## src/rtl/lzwd_pkg.sv

```systemverilog
// ----------------------------------------------------------------------------
// LZSS word decoder package
// Shared types for the controller and the datapath of the decoder.
// ----------------------------------------------------------------------------
package lzwd_pkg;

   // Width of one compressed code word.
   localparam int WORD_BITS = 16;

   typedef enum logic [2:0] {
      ST_IDLE,
      ST_BIT,
      ST_COPY_RD,
      ST_COPY_EMIT,
      ST_FLUSH
   } ctrl_state_type;

   typedef enum logic [1:0] {
      PH_FLAG,
      PH_LIT,
      PH_OFF,
      PH_LEN
   } phase_type;

   typedef struct packed {
      logic load_word;
      logic step_bit;
      logic end_word;
      logic copy_read;
      logic copy_emit;
      logic flush;
   } dp_cmd_type;

   typedef struct packed {
      logic bit_done;
      logic comp_lit;
      logic comp_len;
      logic copy_last;
      logic hold_valid;
      logic out_free;
      logic emit_ok;
   } dp_sts_type;

endpackage

```

## src/rtl/lzwd_ctrl.sv

```systemverilog
// ----------------------------------------------------------------------------
// LZSS word decoder controller
// Sequences bit decoding, window copies and the end-of-word flush.
// ----------------------------------------------------------------------------
module lzwd_ctrl (
   input  logic                   clock,
   input  logic                   reset,
   input  logic                   req_tvalid,
   output logic                   req_tready,
   input  lzwd_pkg::dp_sts_type   sts,
   output lzwd_pkg::dp_cmd_type   cmd
);
   import lzwd_pkg::*;

   ctrl_state_type state_ff;
   ctrl_state_type state_in;

   always_ff @(posedge clock) begin
      if (reset) begin
         state_ff <= ST_IDLE;
      end else begin
         state_ff <= state_in;
      end
   end

   always_comb begin
      state_in = state_ff;
      case (state_ff)
         ST_IDLE: begin
            if (req_tvalid) begin
               state_in = ST_BIT;
            end
         end
         ST_BIT: begin
            if (sts.bit_done) begin
               state_in = ST_FLUSH;
            end else if (sts.comp_len) begin
               state_in = ST_COPY_RD;
            end
         end
         ST_COPY_RD: begin
            state_in = ST_COPY_EMIT;
         end
         ST_COPY_EMIT: begin
            if (sts.emit_ok) begin
               state_in = sts.copy_last ? ST_BIT : ST_COPY_RD;
            end
         end
         ST_FLUSH: begin
            if (!sts.hold_valid || sts.out_free) begin
               state_in = ST_IDLE;
            end
         end
         default: begin
            state_in = ST_IDLE;
         end
      endcase
   end

   always_comb begin
      cmd        = '0;
      req_tready = 1'b0;
      case (state_ff)
         ST_IDLE: begin
            req_tready    = 1'b1;
            cmd.load_word = req_tvalid;
         end
         ST_BIT: begin
            if (sts.bit_done) begin
               cmd.end_word = 1'b1;
            end else if (!sts.comp_lit || sts.emit_ok) begin
               cmd.step_bit = 1'b1;
            end
         end
         ST_COPY_RD: begin
            cmd.copy_read = 1'b1;
         end
         ST_COPY_EMIT: begin
            cmd.copy_emit = sts.emit_ok;
         end
         ST_FLUSH: begin
            cmd.flush = sts.hold_valid && sts.out_free;
         end
         default: begin
            cmd = '0;
         end
      endcase
   end

endmodule

```

## config.mk

```make
export PLATFORM = sky130hd
export DESIGN_NAME = lzwd_ctrl
export DESIGN_NICKNAME = d
export VERILOG_FILES = /design/src/rtl/lzwd_pkg.sv /design/src/rtl/lzwd_ctrl.sv
export SDC_FILE = /design/constraint.sdc
export NUM_CORES = 1
export LEC_CHECK = 0
export ABC_AREA = 1
export BUFFER_PORTS_ARGS = -buffer_cell sky130_fd_sc_hd__buf_2
export CAP_MARGIN = 20
export CORE_AREA = 5 5 42 44
export DETAILED_ROUTE_END_ITERATION = 7
export DIE_AREA = 0 0 47 49
export SLEW_MARGIN = 25
export SYNTH_ARGS = -nofsm -noshare
export SYNTH_HDL_FRONTEND = slang
export SYNTH_SLANG_ARGS = --single-unit
```

## constraint.sdc

```tcl
create_clock -name clock -period 0.9 [get_ports clock]
set_input_delay 0.045 -clock clock [delete_from_list [all_inputs] [get_ports clock]]
set_output_delay 0.045 -clock clock [all_outputs]
set_load 0.01 [all_outputs]
```

### After elaboration in Yosys (flattened, before gate mapping)

Cells that the tools add are included.

* input port bits: 10
* flip-flop bits (word level): 3
* logic and storage cells: 32
* output and inout port bits: 7

* reductions and logical operators: 7
* equal/unequal tests: 8
* mux-type cells: 16

Operator list (number)
* $mux W3: 5
* $pmux W3 S5: 1
* $mux W1: 8
* $eq A3 B2 Y1 const B: 2
* $ne A2 B2 Y1 const B: 3
* $mux W2: 2
* $reduce_and A4 Y1: 1
* $eq A3 B1 Y1 const B: 1
* $eq A3 B3 Y1 const B: 1
* $logic_not A3 Y1: 1
* $ne A3 B3 Y1 const B: 1
* $logic_not A1 Y1: 2
* $logic_or A1 B1 Y1: 2
* $logic_and A1 B1 Y1: 1

### Depth between registers and ports, before layout

Gate-level depths: netlist (run 1).

* depth after elaboration: 5
* gate-level depth with buffers: 7
* depth with buffers taken out: 7

### Least setup slack after synthesis (run 1)

OpenSTA, ideal clock, no wires.

* path type: register -> register
* start: register state_ff[2]
* end: register state_ff[2]
* arrival: 0.947 ns
* setup slack: -0.112 ns
* setup time: 0.064 ns
* data required time: 0.836 ns
* clock period less this slack: 1.012 ns
* cell stages (with the launch flop): 5
* buffers on the path: 1
* path through: dfxtp_1 -> buf_8 -> nor4_2 -> nor2_1 -> nor2_1

* word-level cells in the longest chain between the ends: 3
* elaborated cells between the ends (all ways): 11
* classes of those cells: 8 x eq/ne; 1 x mux; 2 x reduce/logical

RTL lines
* start: declaration: RTL line lzwd_ctrl.sv:15 `ctrl_state_type state_ff;`
* start signal: assignment: RTL line lzwd_ctrl.sv:22 `state_ff <= state_in;`
* $eq A3 B1 Y1 (tied with other cells): RTL line lzwd_ctrl.sv:28 `case (state_ff)`
* $ne A3 B3 Y1 (no line) or $ne A2 B2 Y1 (tied branches)
* $reduce_and A4 Y1 (no line)

Parallel ways exist; a longest one is shown, timed or not.
A chain may end at the register's enable or synchronous reset.

==> impl_results.md, run 1 <==
* Status: complete, but fails checks
* Failing checks: negative setup slack
* Cell taking the most area after synthesis: dfxtp_1
* Initial antenna violation count at 0
* NumNets Final at 99
* Min Hold Slack at about 280 ps
* Async SR Flop Fraction at 0
* Fmax at 844.0 MHz
* Setup ws final at -284.8 ps
* Syn Inst Count at 52
* Slowest stage cell, crit path: dfxtp_4
* Worst EP required at 850 ps
* Top reg by flops: state_ff
* Max Used Layer: met4
* Synthesized Nets at 62
* Fillers at 151
* Seq cells post-synth at 3
* WL per Instance at 10.89 µm
* Top cells by area, synth: dfxtp_1 20%, nor2_1 12%, inv_1 11%, nand2_1 10%, nand3_2 6.6%
* Startpoint types: register
* Setup TNS at -2226 ps
* Crit path max fanout at 4
* Max Slew Vio Count at 0
* Via count at roughly 450
* Worst Skew at 9.749 ps
* Leakage at 0.3445 nW
* Area grow syn2layout at 122.0%
* Vias in the first global route at 447
* CP Class: reg2out
* Worst Tran Pin Value at 264.1 ps
* Clk Tree Root Cell: clkbuf_4
* GR Util All Layers at 0.1112
* Biggest registers after layout: state_ff: 3 flops
* CP Data Arrival Time at around 1100 ps
* PwrDens at between 3000 and 4000 nW/µm²
* CTS Sinks at 3
* Hold Violations, Final at 0
* Core ar. at approximately 1400 µm²
* Antenna Nets Post-Route at 0
* DR pass1 iterations at 4
* Mapped Avg Cell Area at approximately 5.8 µm²
* WL met1 at 404 µm
* Placer congestion estimate at between 0.8 and 0.9
* DRC violations left at 0
* Top-count cell post-synth: nor2_1
* Final Power at 2.075 mW
* RSZ-0062 raised after global routing: true
* Post-Syn Area at 301.5 µm²
* Die area at 2303 µm²
* Ports at 17
* Dominant synthesized flop cell: dfxtp_1
* Worst-path clk slew at 40 ps
* First-pass GRT wire length at approximately 1900 µm
* Yosys cell types at 16
* IO Port Bufs at 16
* CTS tree: built
* Width of the die at 47 µm
* CP max stage delay at between 300 and 400 ps
* Synth warn at 0
* Clk_lat worst skew at 230 ps
* DP HPWL at 668.5 µm
* Clock buffer depth at 2
* Vias per cell at 4.308
* Max reg flops at 3
* Starting Density at 0.2152
* Critical-path cell list: inv_6, nor4_4, buf_2
* Min cycle time layout at about 1200 ps
* Total gr overflow at 0
* Final setup fails at 10
* Post-synth EDFFs at 0
* Post-synthesis sequential area ratio at 0.1992
* Num CTS Buffers at 3
* Fin crit share at 1.316
* Core Util, Final at 0.4777
* DP Worst Slack at -111.7 ps
* Met3 WL post-DR at slightly below 80 µm
* Most common library cells after synthesis: 10 x nor2_1, 9 x inv_1, 8 x nand2_1
* Slew HR at 0.8233
* Iter 0 DRT Violations at 5
* Hold WC Path Type: in2reg
* Die span in y at 49 µm
* Crit. End Element: output pin
* Synth top area share at 0.1992
* Peak VDD IR at around 1.8 mV
* Row count at 14
* Final WL at between 1000 and 1500 µm
* Ant. Diodes at 0
* Wire length on met2 at slightly above 600 µm
* Max_cap viols at 0
* Largest net degree at the start of global routing at 8
* H-tree levels at 1
* Share of layout cells above drive strength 1 at 0.6932
==> repair_timing <==
item / 4_1_cts / 5_1_grt
hold buffers: 1 / 0
pin swaps: 7 / 4
cloned: 0 / 0
gates resized for setup: 19 / 3
setup buffers: 10 / 1
hold endpoints to repair: 1 / 0
setup endpoints to repair: 10 / 10
==> report_power, final <==
group          total [mW]  switching, mW  internal (mW)
Clock               0.237         0.0708          0.166
Combinational        1.47          0.689          0.777
Sequential          0.371          0.150          0.222
Total                2.07          0.909           1.17
==> cell type report <==
type,instances,area [µm²],area share
Clock buffer,4,26.28,0.03925
Sequential cell,3,71.32,0.1065
Inverter,12,52.55,0.07850
Timing Repair Buffer,33,225.2,0.3364
Tap cell,16,20.02,0.02991
Multi-Input combinational cell,36,274.0,0.4093
==> worst max-delay path: cells and delay by family (launching register included) <==
family | cells | cell delay (ps)
buffers and inverters | 2 | 230
DFF | 1 | 390
and+or+nand+nor | 1 | 280
==> per-stage QoR <==
step | area [µm²] | cells
after floorplan | 346.6 | 52
after global placement | 469.2 | 88
after detailed placement | 469.2 | 88
after global routing | 669.4 | 104
after CTS | 649.4 | 103
final | 669.4 | 104
==> cells in the final DEF (no fill, tap or decap) <==
| master | n |
|---|---|
| a21oi_2 | 1 |
| buf_2 | 16 |
| buf_4 | 12 |
| buf_6 | 4 |
| clkbuf_1 | 1 |
| clkbuf_4 | 3 |
| dfxtp_4 | 3 |
| dlygate4sd3_1 | 1 |
| inv_1 | 8 |
| inv_2 | 2 |
| inv_4 | 1 |
| inv_6 | 1 |
| nand2_1 | 6 |
| nand2_2 | 2 |
| nand2_4 | 2 |
| nand3_2 | 2 |
| nand3_4 | 2 |
| nor2_1 | 9 |
| nor2_2 | 1 |
| nor2_4 | 2 |
| nor3_2 | 4 |
| nor4_4 | 1 |
| o21ai_1 | 1 |
| o21ai_2 | 2 |
| o22ai_1 | 1 |
==> logic make-up after synthesis <==
| family | count (synthesis) | synth area share |
|---|---|---|
| AO/OA/AOI/OAI | 5 | 0.08712 |
| AND/OR/NAND/NOR | 31 | 0.5145 |
| flip-flops | 3 | 0.1992 |
| buffers and inverters | 13 | 0.1991 |
==> layer usage <==
layer | GRT usage | vias up
met3 | 0.05535 | 2
li1 | - | 235
met5 | 0 | -
met4 | 0.05069 | 0
met1 | 0.1206 | 197
met2 | 0.1742 | 14
==> final timing paths <==
kind                               to  cells after the start                startpoint  slack, ps
max                            cmd[3]                      3  state_ff[0]$_SDFFE_PP0P_       -280
min          state_ff[2]$_SDFFE_PP0P_                      5                    sts[6]        280
max reg2reg  state_ff[0]$_SDFFE_PP0P_                      7  state_ff[1]$_SDFFE_PP0P_       -230
min reg2reg  state_ff[2]$_SDFFE_PP0P_                      3  state_ff[1]$_SDFFE_PP0P_        630
Note: power is estimated with default switching activity, not from simulation.
==> run 2, diff against run 1 <==
--- a/config.mk
+++ b/config.mk
@@ -5,12 +5,12 @@
 export SDC_FILE = /design/constraint.sdc
 export NUM_CORES = 1
 export LEC_CHECK = 0
-export ABC_AREA = 1
 export BUFFER_PORTS_ARGS = -buffer_cell sky130_fd_sc_hd__buf_2
 export CAP_MARGIN = 20
 export CORE_AREA = 5 5 42 44
 export DETAILED_ROUTE_END_ITERATION = 7
 export DIE_AREA = 0 0 47 49
+export MAX_ROUTING_LAYER = met4
 export SLEW_MARGIN = 25
 export SYNTH_ARGS = -nofsm -noshare
 export SYNTH_HDL_FRONTEND = slang
==> impl_results.md, run 2 <==
* CTS Sinks at 3
* Hold buffers post-CTS at 0
* Status: complete, but fails checks
* WL per Instance at 12.14 µm
* Startpoint types: register
* Final WL at 935 µm
* Slew HR at 0.8558
* Peak VDD IR at 0.6946 mV
* CTS tree: built
* Final setup fails at 10
* Max_cap viols at 0
* Clk Tree Root Cell: clkbuf_4
* Seq cells post-synth at 3
* Crit path max fanout at 2
* CP Class: reg2out
* Setup TNS at -2997 ps
* Row count at 14
* Initial antenna violation count at 0
* Biggest registers after layout: state_ff: 3 flops
* Worst Tran Pin Value at 215.3 ps
* Leading cell types in the layout, fill and taps excluded: 15 x buf_2, 6 x buf_4, 5 x buf_6
* Die area at 2303 µm²
* Setup ws final at -403.5 ps
* Starting Density at 0.1786
* Clk_lat worst skew at 240 ps
* Top cells by area, synth: dfxtp_1 24%, nor2_1 7.5%, a21oi_1 6.0%, nor3_1 6.0%, o221ai_2 6.0%
* Fillers at 149
* Yosys cell types at 18
* Fmax at approximately 770 MHz
* Max Slew Vio Count at 0
* Ant. Diodes at 0
* Total gr overflow at 0
* Clock buffer depth at 2
* DRC violations left at 0
* Top-count cell post-synth: nor2_1
* Hold WC Path Type: in2reg
* Worst-path clk slew at 40 ps
* Final Power at between 1 and 1.5 mW
* Largest net degree at the start of global routing at 7
* Core ar. at 1401 µm²
* Crit. End Element: output pin
* Min Hold Slack at 9.718 ps
* DR pass1 iterations at 2
* PwrDens at 2243 nW/µm²
* Placer congestion estimate at 0.7058
* Area grow syn2layout at 100.0%
* Antenna Nets Post-Route at 0
* RSZ-0062 raised after global routing: true
* Vias per cell at between 4 and 5
* Failing checks: negative setup slack
* Top reg by flops: state_ff
* Cell taking the most area after synthesis: dfxtp_1
* Synth top area share at 0.2400
* Vias in the first global route at 368
* Syn Inst Count at 33
* Dominant synthesized flop cell: dfxtp_1
* H-tree levels at 1
* Commonest non-fill, non-tap cell in the layout: buf_2
* Ports at 17
* Leakage at 0.2411 nW
* Post-synth EDFFs at 0
* Most common library cells after synthesis: 5 x nor2_1, 3 x a21oi_1, 3 x dfxtp_1, 3 x nand2_1, 3 x nor3_1
* CP Data Arrival Time at 1260 ps
* Die span in y at 49 µm
* First-pass GRT wire length at ~1600 µm
* Post-Syn Area at between 200 and 300 µm²
* Num CTS Buffers at 3
* Iter 0 DRT Violations at 1
* IO Port Bufs at 16
* Fin crit share at 1.448
* Worst EP required at between 800 and 900 ps
* Width of the die at between 40 and 50 µm
* Post-synthesis sequential area ratio at 0.2400
* Worst Skew at approximately 0.043 ps
* Share of layout cells above drive strength 1 at 0.6885
* Mapped Avg Cell Area at 7.583 µm²
* Async SR Flop Fraction at 0
* GR Util All Layers at 0.1032
* Synthesized Nets at 43
* Min cycle time layout at 1303 ps
* Hold Violations, Final at 0
* Via count at 356
* Synth warn at 0
* Max reg flops at 3
* DP HPWL at 623.9 µm
* NumNets Final at 72
run 2: report_power, final:
part,internal (mW),switching [mW]
Clock,0.167,0.0792
Sequential,0.168,0.0278
Combinational,0.376,0.304
Total,0.711,0.411
run 2: worst max-delay path, cell delays in order (launching register included):
cell	delay [ps]
dfxtp_2	320
nand2b_4	130
or3_4	340
a21oi_2	100
buf_2	130
run 2: routing by layer:
metal  GRT usage  vias to the layer above  part of all wire
li1            -                      173                 -
met5           -                        -                 0
met2      0.1606                       14              0.55
met1     0.09649                      167              0.34
met4     0.05991                        0             0.012
met3     0.05535                        2             0.096
run 2: repair_timing:
item | CTS | global route
hold endpoints to repair | 0 | 0
pin swaps | 5 | 2
setup endpoints to repair | 10 | 10
gates resized for setup | 12 | 6
buffers inserted | 5 | 0
cloned | 0 | 0
run 2: cells by family after synthesis:
| logic type | synth area share |
|---|---|
| simple gates | 0.4350 |
| flops | 0.2400 |
| mux | 0.04000 |
| compound gates | 0.2050 |
| buf+inv | 0.08000 |
run 2: worst paths after layout:
kind         depth (start not counted)  slack [ps]                     start                  endpoint
max                                  4        -400  state_ff[1]$_SDFFE_PP0P_                    cmd[4]
min                                  2          10                     reset  state_ff[2]$_SDFFE_PP0P_
max reg2reg                          4        -360  state_ff[1]$_SDFFE_PP0P_  state_ff[0]$_SDFFE_PP0P_
min reg2reg                          5         730  state_ff[2]$_SDFFE_PP0P_  state_ff[2]$_SDFFE_PP0P_
run 2: through the flow:
| stage | worst slack [ps] | utilization | area [µm²] | cells |
|---|---|---|---|---|
| 2_1_floorplan | -325.6 | - | 260.3 | 33 |
| 3_3_place_gp | -274.5 | 0.2679 | 375.4 | 68 |
| 3_5_place_dp | -338.2 | 0.2679 | 375.4 | 68 |
| 4_1_cts | -416.1 | 0.3402 | 476.7 | 77 |
| 5_1_grt | -458.5 | 0.3571 | 500.5 | 77 |
| 6_report | -403.5 | 0.3571 | 500.5 | 77 |
run 2: layout make-up:
type	count	area, µm²	share of cell area
Multi-Input combinational cell	26	206.4	0.4125
Timing Repair Buffer	26	176.4	0.3525
Sequential cell	3	63.81	0.1275
Clock buffer	4	26.28	0.05250
Tap cell	16	20.02	0.04000
Inverter	2	7.507	0.01500
